**config.mk**
```make
export PLATFORM = sky130hd
export DESIGN_NAME = pedal_torque_request_map_top
export DESIGN_NICKNAME = d
export VERILOG_FILES = /design/src/ptrm_pkg.sv /design/src/ptrm_div.sv /design/src/pedal_torque_request_map_top.sv
export SDC_FILE = /design/constraint.sdc
export NUM_CORES = 2
export LEC_CHECK = 0
export ABC_CLOCK_PERIOD_IN_PS = 7800
export BUFFER_PORTS_ARGS = -buffer_cell sky130_fd_sc_hd__buf_2
export CAP_MARGIN = 15
export CORE_MARGIN = 1.5
export CORE_UTILIZATION = 45
export CTS_BUF_LIST = sky130_fd_sc_hd__clkbuf_4
export DETAILED_ROUTE_END_ITERATION = 8
export PLACE_DENSITY_LB_ADDON = 0.15
export SYNTH_ARGS = -nofsm -noshare
export SYNTH_HDL_FRONTEND = slang
export SYNTH_SLANG_ARGS = --single-unit
export TNS_END_PERCENT = 10
```
**constraint.sdc**
```tcl
create_clock -name clk -period 7.8 [get_ports clk]
set_input_delay 0.78 -clock clk [delete_from_list [all_inputs] [get_ports clk]]
set_output_delay 0.78 -clock clk [all_outputs]
set_load 0.02 [all_outputs]
```
**src/ptrm_pkg.sv**
```systemverilog
// ---------------------------------------------------------------------------
// ptrm_pkg
// Shared constants, types and helpers for the pedal torque request map.
// ---------------------------------------------------------------------------
package ptrm_pkg;

  localparam int SAMPLE_W  = 10;
  localparam int LIMIT_W   = 10;
  localparam int TORQUE_W  = 15;
  localparam int PCT_W     = 7;            // percent 0..100
  localparam int NUM_W     = SAMPLE_W + PCT_W;  // 100 * sample difference
  localparam int DIV_STEPS = PCT_W;        // one quotient bit per stage
  localparam int IDX_W     = 3;
  localparam int PROD_W    = PCT_W + LIMIT_W;
  localparam int TENTH_W   = 14;

  // stream widths, padded to whole bytes
  localparam int S_TDATA_W = ((2 * SAMPLE_W + 2 + 7) / 8) * 8;
  localparam int M_TDATA_W = ((1 + TORQUE_W + LIMIT_W + 7) / 8) * 8;

  localparam int COAST_PCT = 20;
  localparam int PCT_FULL  = 100;
  localparam int BRAKE_PCT = PCT_FULL - COAST_PCT;
  localparam int TORQUE_SAT = 10000;

  // x / 100 as (x * 10486) >> 20, exact for x below 43690
  localparam int RECIP100    = 10486;
  localparam int RECIP100_SH = 20;
  localparam int DIV100_IN_W = 14;
  // x / 10 as (x * 104858) >> 20, exact for x below 2**18
  localparam int RECIP10    = 104858;
  localparam int RECIP10_SH = 20;
  localparam int BIG_W      = 2 * NUM_W;

  // configuration register indexes
  localparam logic [IDX_W-1:0] REG_APPS_REGEN_START  = 3'd0;
  localparam logic [IDX_W-1:0] REG_THROTTLE_LO       = 3'd1;
  localparam logic [IDX_W-1:0] REG_THROTTLE_HI       = 3'd2;
  localparam logic [IDX_W-1:0] REG_PEDAL_MAX         = 3'd3;
  localparam logic [IDX_W-1:0] REG_BRAKE_REGEN_START = 3'd4;
  localparam logic [IDX_W-1:0] REG_BRAKE_REGEN_END   = 3'd5;
  localparam logic [IDX_W-1:0] REG_DRIVE_LIM         = 3'd6;
  localparam logic [IDX_W-1:0] REG_REGEN_LIM         = 3'd7;

  // accelerator zones
  typedef logic [2:0] zone_t;
  localparam zone_t ZONE_COAST = 3'd0;
  localparam zone_t ZONE_BLEND = 3'd1;
  localparam zone_t ZONE_RAMP  = 3'd2;
  localparam zone_t ZONE_FULL  = 3'd3;
  localparam zone_t ZONE_ZERO  = 3'd4;

  typedef struct packed {
    logic  ok;
    logic  regen;
    logic  bempty;
    zone_t zone;
  } meta_t;

  function automatic logic [PCT_W-1:0] div100(input logic [DIV100_IN_W-1:0] x);
    logic [DIV100_IN_W+RECIP100_SH-1:0] p;
    p = (DIV100_IN_W+RECIP100_SH)'(x) * (DIV100_IN_W+RECIP100_SH)'(RECIP100);
    return p[RECIP100_SH +: PCT_W];
  endfunction

endpackage

```
**src/ptrm_div.sv**
```systemverilog
// ---------------------------------------------------------------------------
// ptrm_div
// Pipelined restoring divider, one quotient bit per stage. The dividend
// must stay below 2**DIV_STEPS times the divisor.
// ---------------------------------------------------------------------------
module ptrm_div
  import ptrm_pkg::*;
(
  input  logic                 clk,
  input  logic [DIV_STEPS-1:0] adv,
  input  logic [NUM_W-1:0]     num,
  input  logic [SAMPLE_W-1:0]  den,
  output logic [PCT_W-1:0]     quo
);

  logic [NUM_W-1:0]    rem [DIV_STEPS];
  logic [SAMPLE_W-1:0] dsr [DIV_STEPS];
  logic [PCT_W-1:0]    qt  [DIV_STEPS];

  for (genvar k = 0; k < DIV_STEPS; k++) begin : g_step
    localparam int J = DIV_STEPS - 1 - k;
    logic [NUM_W-1:0]    r_in;
    logic [SAMPLE_W-1:0] d_in;
    logic [PCT_W-1:0]    q_in;
    logic [PCT_W-1:0]    q_out;
    logic [NUM_W:0]      sh;
    logic                ge;

    if (k == 0) begin : g_first
      assign r_in = num;
      assign d_in = den;
      assign q_in = '0;
    end else begin : g_rest
      assign r_in = rem[k-1];
      assign d_in = dsr[k-1];
      assign q_in = qt[k-1];
    end

    assign sh = (NUM_W+1)'(d_in) << J;
    assign ge = {1'b0, r_in} >= sh;

    always_comb begin
      q_out    = q_in;
      q_out[J] = ge;
    end

    always_ff @(posedge clk) begin
      if (adv[k]) begin
        rem[k] <= ge ? r_in - sh[NUM_W-1:0] : r_in;
        dsr[k] <= d_in;
        qt[k]  <= q_out;
      end
    end
  end

  assign quo = qt[DIV_STEPS-1];

endmodule

```
**src/pedal_torque_request_map_top.sv**
```systemverilog
// ---------------------------------------------------------------------------
// pedal_torque_request_map_top
// Maps accelerator and brake samples to a signed torque request in tenths.
//
//   channel  dir  beat contents (low bit first)
//   s_*      in   apps_position[9:0], brake_position[9:0], regen_allowed,
//                 torque_ok
//   m_*      out  drive_enable, torque_request_x10[14:0], limit_sent[9:0]
//   cfg_*    in   register write: cfg_index selects, cfg_data is the value
//
// Twelve register stages: zone decode, seven divider steps (one quotient
// bit each), percent blend, limit multiply, divide-by-ten multiply, output.
// One beat per cycle while m_tready is held high.
// A stalled output fills empty stages first; s_tready drops only when
// every stage holds a beat. Reset empties the pipe and loads the register
// defaults.
// ---------------------------------------------------------------------------
module pedal_torque_request_map_top
  import ptrm_pkg::*;
(
  input  logic                 clk,
  input  logic                 rst,
  input  logic                 s_tvalid,
  output logic                 s_tready,
  input  logic [S_TDATA_W-1:0] s_tdata,   // apps_position, brake_position, regen_allowed, torque_ok
  output logic                 m_tvalid,
  input  logic                 m_tready,
  output logic [M_TDATA_W-1:0] m_tdata,   // drive_enable, torque_request_x10, limit_sent
  input  logic                 cfg_we,
  input  logic [IDX_W-1:0]     cfg_index,
  input  logic [LIMIT_W-1:0]   cfg_data
);

  localparam int NST  = DIV_STEPS + 5;
  localparam int S_P8 = DIV_STEPS + 1;
  localparam int S_OUT = NST - 1;

  // configuration registers
  logic [SAMPLE_W-1:0] apps_regen_start, throttle_lo, throttle_hi;
  logic [SAMPLE_W-1:0] pedal_max, brake_regen_start, brake_regen_end;
  logic [LIMIT_W-1:0]  drive_lim, regen_lim;

  always_ff @(posedge clk) begin
    if (rst) begin
      apps_regen_start    <= '0;
      throttle_lo         <= '0;
      throttle_hi         <= SAMPLE_W'(1023);
      pedal_max           <= SAMPLE_W'(1023);
      brake_regen_start   <= '0;
      brake_regen_end     <= SAMPLE_W'(1023);
      drive_lim           <= LIMIT_W'(23);
      regen_lim           <= '0;
    end else if (cfg_we) begin
      case (cfg_index)
        REG_APPS_REGEN_START:  apps_regen_start  <= cfg_data[SAMPLE_W-1:0];
        REG_THROTTLE_LO:       throttle_lo       <= cfg_data[SAMPLE_W-1:0];
        REG_THROTTLE_HI:       throttle_hi       <= cfg_data[SAMPLE_W-1:0];
        REG_PEDAL_MAX:         pedal_max         <= cfg_data[SAMPLE_W-1:0];
        REG_BRAKE_REGEN_START: brake_regen_start <= cfg_data[SAMPLE_W-1:0];
        REG_BRAKE_REGEN_END:   brake_regen_end   <= cfg_data[SAMPLE_W-1:0];
        REG_DRIVE_LIM:         drive_lim         <= cfg_data;
        REG_REGEN_LIM:         regen_lim         <= cfg_data;
        default: ;
      endcase
    end
  end

  // valid bits and per-stage advance (bubbles collapse on a stall)
  logic [NST-1:0] vld;
  logic [NST-1:0] adv;

  always_comb begin
    adv[NST-1] = ~vld[NST-1] | m_tready;
    for (int k = NST - 2; k >= 0; k--) begin
      adv[k] = ~vld[k] | adv[k+1];
    end
  end

  always_ff @(posedge clk) begin
    if (rst) begin
      vld <= '0;
    end else begin
      if (adv[0]) vld[0] <= s_tvalid;
      for (int k = 1; k < NST; k++) begin
        if (adv[k]) vld[k] <= vld[k-1];
      end
    end
  end

  assign s_tready = adv[0];

  // stage 0: zone decode and divider operands
  logic [SAMPLE_W-1:0] in_a, in_b, bv;
  meta_t               in_meta;
  logic [SAMPLE_W-1:0] in_an, in_ad;

  assign in_a = s_tdata[SAMPLE_W-1:0];
  assign in_b = s_tdata[2*SAMPLE_W-1:SAMPLE_W];

  always_comb begin
    in_meta.ok     = s_tdata[2*SAMPLE_W+1];
    in_meta.regen  = s_tdata[2*SAMPLE_W];
    in_meta.bempty = brake_regen_end <= brake_regen_start;
    in_an = '0;
    in_ad = '0;
    if (in_a < apps_regen_start) begin
      in_meta.zone = ZONE_COAST;
    end else if (in_a < throttle_lo) begin
      in_meta.zone = ZONE_BLEND;
      in_an = throttle_lo - in_a;
      in_ad = throttle_lo - apps_regen_start;
    end else if (in_a < throttle_hi) begin
      in_meta.zone = ZONE_RAMP;
      in_an = in_a - throttle_lo;
      in_ad = throttle_hi - throttle_lo;
    end else if (in_a < pedal_max) begin
      in_meta.zone = ZONE_FULL;
    end else begin
      in_meta.zone = ZONE_ZERO;
    end
    bv = in_b;
    if (bv < brake_regen_start) bv = brake_regen_start;
    if (bv > brake_regen_end)   bv = brake_regen_end;
  end

  meta_t               mt [DIV_STEPS+1];
  logic [SAMPLE_W-1:0] a_n, a_d, b_n, b_d;

  always_ff @(posedge clk) begin
    if (adv[0]) begin
      mt[0] <= in_meta;
      a_n   <= in_an;
      a_d   <= in_ad;
      b_n   <= bv - brake_regen_start;
      b_d   <= brake_regen_end - brake_regen_start;
    end
    for (int k = 1; k <= DIV_STEPS; k++) begin
      if (adv[k]) mt[k] <= mt[k-1];
    end
  end

  // stages 1..DIV_STEPS: both shares divided side by side
  logic [PCT_W-1:0] quo_a, quo_b;

  ptrm_div u_div_apps (
    .clk (clk),
    .adv (adv[DIV_STEPS:1]),
    .num (NUM_W'(a_n) * NUM_W'(PCT_FULL)),
    .den (a_d),
    .quo (quo_a)
  );

  ptrm_div u_div_brake (
    .clk (clk),
    .adv (adv[DIV_STEPS:1]),
    .num (NUM_W'(b_n) * NUM_W'(PCT_FULL)),
    .den (b_d),
    .quo (quo_b)
  );

  // percent blend
  meta_t              md;
  logic [PCT_W-1:0]   bs, brake_part, pct_next;
  logic [LIMIT_W-1:0] lim_next;
  logic               neg_next;

  assign md = mt[DIV_STEPS];

  always_comb begin
    bs         = md.bempty ? '0 : quo_b;
    brake_part = div100(DIV100_IN_W'(bs) * DIV100_IN_W'(BRAKE_PCT));
    pct_next   = '0;
    lim_next   = drive_lim;
    neg_next   = 1'b0;
    case (md.zone)
      ZONE_COAST: begin
        neg_next = 1'b1;
        lim_next = regen_lim;
        if (md.regen) pct_next = PCT_W'(COAST_PCT) + brake_part;
      end
      ZONE_BLEND: begin
        neg_next = 1'b1;
        lim_next = regen_lim;
        if (md.regen) begin
          pct_next = div100(DIV100_IN_W'(quo_a) * DIV100_IN_W'(COAST_PCT)) + brake_part;
        end
      end
      ZONE_RAMP: pct_next = quo_a;
      ZONE_FULL: pct_next = PCT_W'(PCT_FULL);
      default:   pct_next = '0;
    endcase
    if (!md.ok) pct_next = '0;
  end

  logic [PCT_W-1:0]   p8_pct;
  logic [LIMIT_W-1:0] p8_lim;
  logic               p8_neg, p8_ok;
  logic [PROD_W-1:0]  p9_prod;
  logic               p9_neg, p9_ok;
  logic [BIG_W-1:0]   p10_big;
  logic               p10_neg, p10_ok;

  always_ff @(posedge clk) begin
    if (adv[S_P8]) begin
      p8_pct <= pct_next;
      p8_lim <= lim_next;
      p8_neg <= neg_next;
      p8_ok  <= md.ok;
    end
    if (adv[S_P8+1]) begin
      p9_prod <= PROD_W'(p8_pct) * PROD_W'(p8_lim);
      p9_neg  <= p8_neg;
      p9_ok   <= p8_ok;
    end
    if (adv[S_P8+2]) begin
      p10_big <= BIG_W'(p9_prod) * BIG_W'(RECIP10);
      p10_neg <= p9_neg;
      p10_ok  <= p9_ok;
    end
  end

  // output stage: saturate and apply sign
  logic [TENTH_W-1:0]     tenths, sat;
  logic [TORQUE_W-1:0]    torque_next;
  logic                   out_ok;
  logic signed [TORQUE_W-1:0] out_torque;
  logic [LIMIT_W-1:0]     out_limit;

  always_comb begin
    tenths = p10_big[RECIP10_SH +: TENTH_W];
    sat    = (tenths > TENTH_W'(TORQUE_SAT)) ? TENTH_W'(TORQUE_SAT) : tenths;
    torque_next = p10_neg ? -TORQUE_W'(sat) : TORQUE_W'(sat);
  end

  always_ff @(posedge clk) begin
    if (adv[S_OUT]) begin
      out_ok     <= p10_ok;
      out_torque <= torque_next;
      out_limit  <= p10_ok ? drive_lim : '0;
    end
  end

  assign m_tvalid = vld[S_OUT];
  assign m_tdata  = M_TDATA_W'({out_limit, out_torque, out_ok});

  // a blocked input means the whole pipe is full
  a_full_when_blocked: assert property (@(posedge clk) disable iff (rst)
    !s_tready |-> &vld)
    else $error("input blocked with an empty stage");

  // percent never exceeds full scale
  a_pct_range: assert property (@(posedge clk) disable iff (rst)
    vld[S_P8] |-> p8_pct <= PCT_W'(PCT_FULL))
    else $error("percent out of range");

  // disabled drive carries no torque and no limit
  a_disabled_zero: assert property (@(posedge clk) disable iff (rst)
    m_tvalid && !out_ok |-> out_torque == '0 && out_limit == '0)
    else $error("torque or limit nonzero with drive disabled");

  // request stays inside saturation bounds
  a_torque_sat: assert property (@(posedge clk) disable iff (rst)
    m_tvalid |-> out_torque <= TORQUE_W'(TORQUE_SAT) && out_torque >= -TORQUE_W'(TORQUE_SAT))
    else $error("torque request beyond saturation");

endmodule

```
### Word-level counts from Yosys, hierarchy flattened

Memories as Yosys holds them, arrays and structs flattened.
Cells that the tools add are included.
Widths: inputs -> output; s select.

* register bits: 231
* bits in writable memories: 524
* logic and storage cells: 191
* memories kept: 7

Memories
* u_div_apps.rem: depth 7, bits a word 17, rd ports 6, clocked after memory_dff 0, write ports 7, RTL line ptrm_div.sv:16 `logic [NUM_W-1:0] rem [DIV_STEPS];`
* u_div_brake.rem: depth 7, bits a word 17, rd ports 6, clocked after memory_dff 0, write ports 7, RTL line ptrm_div.sv:16
* u_div_apps.dsr: depth 7, bits a word 10, rd ports 6, clocked after memory_dff 0, write ports 7, RTL line ptrm_div.sv:17 `logic [SAMPLE_W-1:0] dsr [DIV_STEPS];`
* u_div_brake.dsr: depth 7, bits a word 10, rd ports 6, clocked after memory_dff 0, write ports 7, RTL line ptrm_div.sv:17
* u_div_apps.qt: depth 7, bits a word 7, rd ports 7, clocked after memory_dff 0, write ports 7, RTL line ptrm_div.sv:18 `logic [PCT_W-1:0] qt [DIV_STEPS];`
* u_div_brake.qt: depth 7, bits a word 7, rd ports 7, clocked after memory_dff 0, write ports 7, RTL line ptrm_div.sv:18
* +1 memories

* add/sub/neg operators: 23
* multipliers: 8
* magnitude comparators: 22
* eq/ne operators: 10
* muxes and demuxes: 48
* bitwise logic cells: 24
* reduce and logical (&&, ||, !) cells: 11

Operators by type and width (count)
* $mux 17: 14
* $mux 10: 7
* $sub 10x10->10: 6
* $lt 10x10->1: 5
* $ge 17x10->1: 2
* $ge 17x11->1: 2
* $ge 17x12->1: 2
* $ge 17x13->1: 2
* $ge 17x14->1: 2
* $ge 17x15->1: 2
* $ge 17x16->1: 2
* $sub 17x10->17: 2
* $sub 17x11->17: 2
* $sub 17x12->17: 2
* $sub 17x13->17: 2
* $sub 17x14->17: 2
* $sub 17x15->17: 2
* $sub 17x16->17: 2
* $mul 17x16->33 const B: 1
* $mul 10x5->15 const B: 2
* $mux 14: 2
* $pmux 7 s4: 1
* $mul 10x13->23 const B: 1
* $mul 10x13->22 const B: 1
* 19 further kinds: 78

### Depth between registers and ports, before layout

* depth in word-level cells: 15
* mapped depth: 37
* gate-level depth less buffers: 37

### Cells and area by module

A second synthesis with hierarchy kept.

* cells, all modules: 4351
* area total of the unflattened synthesis: 46667.3 µm²

By module, submodules not included
* pedal_torque_request_map_top: instances 1, cells an instance 2665, area each 26301.5 µm², seq. area each 6886.6 µm²
* ptrm_div at u_div_apps: instances 1, cells an instance 851, area each 10227.3 µm², seq. area each 5705.5 µm²
* ptrm_div at u_div_brake: instances 1, cells an instance 835, area each 10138.5 µm², seq. area each 5705.5 µm²

### Least setup slack after synthesis

No wires, ideal clock.

* kind: input to output
* start point: in m_tready
* end point: out s_tready
* arrival: 7.286 ns
* data required time: 7.020 ns
* path slack: -0.266 ns
* cell stages on the path: 7
* path buffers: 0
* cells stage by stage: nor2b_1 inv_1 nor2_1 nand3_1 nor2_1 nand4_1 or2_2

* word-level cells in the longest chain between the ends: 12

Ends and longest elaborated chain
* start: declaration: RTL line pedal_torque_request_map_top.sv:27 `input logic m_tready,`
* $or 1x1->1: RTL line pedal_torque_request_map_top.sv:73 `adv[NST-1] = ~vld[NST-1] | m_tready;`
* net adv[11]: RTL line pedal_torque_request_map_top.sv:70 `logic [NST-1:0] adv;`
* $or 1x1->1 (6 in series): RTL line pedal_torque_request_map_top.sv:75 `adv[k] = ~vld[k] | adv[k+1];`
* net adv[5]: RTL line pedal_torque_request_map_top.sv:70
* $or 1x1->1 (4 in series): RTL line pedal_torque_request_map_top.sv:75
* net adv[1]: RTL line pedal_torque_request_map_top.sv:70
* $or 1x1->1: RTL line pedal_torque_request_map_top.sv:75
* end: declaration: RTL line pedal_torque_request_map_top.sv:24 `output logic s_tready,`

The timed path passes the listed nets, and every way through them passes these cells.

==> key figures <==
Run status
  • Status: complete, no violations

Timing
  • Tightest Pin Transition: 1.10 ns
  • Fin Hold WS: ~0.16 ns
  • Worst Skew: around 0.063 ns
  • Slew HR: 26.3%
  • Crit path time final: 7.77 ns
  • Fin. max-slew vios: 0
  • Hold Fails Final Rpt: 0
  • Final Cycle Share: 99.7%
  • RSZ-0062 raised after global routing: true
  • Setup violators final: 0
  • Fmax: 129 MHz

Logic synthesis
  • Seq/Total Area, Yosys: 39.1%
  • Synth area leader: edfxtp_1
  • Mapped Cells: between 4,000 and 5,000
  • Post-synth top cells: inv_1 (687), ha_1 (645), edfxtp_1 (526), nand2_1 (309), a21oi_1 (254)
  • Netlist cell types: just under 90
  • Most common cell in the netlist: inv_1
  • Syn. warnings: 0
  • Post-synth top area share: 35.0%
  • Main flop type after synthesis: edfxtp_1
  • #FFs+latches synth: approximately 600
  • EDFF count, synth: 526
  • Mean Syn Cell Area: approximately 11 sq um
  • Top cells by area, synth: edfxtp_1 (35%), ha_1 (18%), fa_1 (10%)
  • Mapped Area: about 45,000 sq um
  • Ys async rst share: 0%

Setup path
  • CP startpoint: mt[1][21]
  • Worst path depth: 35
  • R2r worst-path depth: 35
  • Cell family with most CP delay: adder cells
  • Slowest stage cell, crit path: fa_1
  • Crit path launch type: flip-flop
  • Worst Setup End Kind: flip-flop
  • Crit-path max FO: 5
  • Critical path type: reg2reg
  • Reg2Reg Setup Slack: around 0.027 ns
  • CP arrival: ~8.5 ns
  • Worst r2r src: mt[1][21]
  • Critical path required time: between 8 and 9 ns
  • CP max stage delay: 0.59 ns
  • Critical path's most frequent cell: fa_1
  • CP bufs+invs: 7

Final layout
  • Finished Cell Area: a little under 50,000 sq um
  • FILL cells: between 8,000 and 9,000
  • Area of the multi-input gates: ~25,000 sq um
  • Area Overhead vs Synth: 10.1%
  • Fin cells: between 5,000 and 6,000
  • # nets final: ~5,400
  • Register area: 17,600 sq um
  • Fraction of layout cells with a size suffix above 1: a little under an eighth

Global route
  • Initial antenna violation count: 3
  • Top Usage Layer GRT: met2
  • Largest net degree at the start of global routing: ~70
  • First-pass GRT wire length: approximately 150,000 um
  • Met2 GRT Util: between 30% and 40%
  • Gr usage total: 17.6%
  • Met3 usage: under 10%
  • Global route overflow: 0
  • Met1 Resource Use GR: around 22%
  • Vias in the first global route: approximately 30,000

Run
  • Count of max-cap constraint violations: 0

Drt
  • Drt via density: between 5 and 6
  • Final wirelength: ~90,000 um
  • Routed wire per std cell: 15.0 um
  • Via count: between 20,000 and 30,000
  • Violation count after the first detailed-routing iteration: ~1,200
  • Antenna-violating nets left: 0
  • Drt first pass iters: 5
  • Remaining DRCs: 0

Worst hold path
  • Hold depth: 3
  • Hold_sp: cfg_data[5]
  • HP Class: in2reg

Clock network
  • Num CTS Buffers: 155
  • TritonCTS clock tree: yes
  • Worst skew pair latency: 1.00 ns
  • H-tree levels: 4
  • Worst-path clk slew: approximately 0.08 ns
  • Bufs on Longest Clock Path: 3
  • Clock sinks: roughly 600
  • Root buffer cell: clkbuf_4

Placed design
  • HPWL after DPL: around 70,000 um
  • Port bufs: 67
  • DP Area: 47,300 sq um
  • RePlAce Congestion: slightly below 0.9
  • Placed cells: between 5,000 and 6,000

Floorplan
  • Initial core utilization: 45.6%
  • I/O pins: 76
  • Core area: 98,900 sq um
  • Die width: about 320 um
  • Row cnt: roughly 120
  • Die H: about 320 um
  • Die area: between 100,000 and 150,000 sq um
==> what timing repair did <==
action / 4_1_cts / 5_1_grt
setup buffers: 8 / 6
resized for setup: 20 / 24
hold buffers: 4 / 0
endpoints found under the hold margin: 4 / 0
endpoints found under the setup margin: 3 / 5
pin swaps: 19 / 34
==> final cells by class <==
class	instances	area share [%]
Clock buffer	213	3.22
Antenna cell	7	0.0353
Sequential cell	618	35.5
Inverter	688	5.20
Tap cell	1287	3.24
Timing Repair Buffer	151	1.99
Clock inverter	64	0.937
Multi-Input combinational cell	2852	49.9
==> stage by stage <==
step                      TNS [ns]  setup WS, ns  utilization (%)
after global routing         -1.09        -0.404             50.3
after global placement      -0.103        -0.103             47.8
after CTS                        0       0.00220             50.1
final                            0        0.0271             50.3
after floorplan            -0.0542       -0.0542                -
after detailed placement    -0.230        -0.165             47.8
==> per-layer routing <==
metal / wire length [um] / up-vias
met5: 0 / -
met2: 42000 / 450
met1: 40500 / 13900
met4: 2640 / 0
li1: - / 15100
met3: 3100 / 173
==> worst reg2reg max path: cells and delay by family (launching register included) <==
| kind | cells | cell delay, ns |
|---|---|---|
| DFF | 1 | 0.47 |
| xor gates and xnor gates | 4 | 0.68 |
| AOI/OAI and AO/OA | 9 | 1.04 |
| adders and majority gates | 10 | 3.93 |
| and+or+nand+nor | 5 | 0.75 |
| buffers and inverters | 7 | 0.63 |
==> path summary, 6_finish.rpt <==
path / to
max reg2reg: p8_pct[6]
max: p8_pct[6]
min: throttle_lo[5]
min reg2reg: mt[0][15]
==> sequential cells by signal (all words and copies together), names as in the netlist, 12 cells and up <==
name / count
p10_big: 14
u_div_brake.qt: 28
u_div_apps.rem: 91
p9_prod: 17
vld: 12
u_div_apps.dsr: 60
mt: 48
u_div_apps.qt: 28
u_div_brake.dsr: 60
out_torque: 15
u_div_brake.rem: 91
==> layout by cell type (no fill, tap or decap), drive strengths merged, types with 11 or more instances in the layout <==
master,synthesis,layout
inv,687,691
ha,645,645
edfxtp,526,526
nand2,309,309
a21oi,256,256
nor2,254,254
fa,225,225
clkbuf,54,213
buf,22,147
o21ai,146,146
xnor2,139,139
a21o,108,108
dfxtp,92,92
xor2,73,73
nor2b,58,58
mux2,55,55
nor3,50,50
clkinv,1,50
nand2b,49,49
and2,44,44
nand3,40,40
nand4,38,38
mux2i,31,31
o21a,30,30
o21bai,28,28
o211ai,28,28
a21boi,26,26
nor4,21,21
o31ai,20,20
or3,17,17
a211oi,15,15
a211o,12,12
or2,11,11
a221oi,11,11
==> cells by family after synthesis <==
family / count (synthesis) / share of synthesized area [%]
AND/OR/NAND/NOR: 939 / 9.84
multiplexers: 86 / 2.06
flip-flops: 618 / 39.1
AO/OA/AOI/OAI: 739 / 10.5
XOR/XNOR: 212 / 4.12
buffers and inverters: 764 / 6.47
adder cells (fa/ha/maj): 870 / 27.9
other: 1 / 0.00831
Power is left out: the tool's default activity adds up to more than one toggle a clock period on the data nets, which glitch-free logic cannot reach.
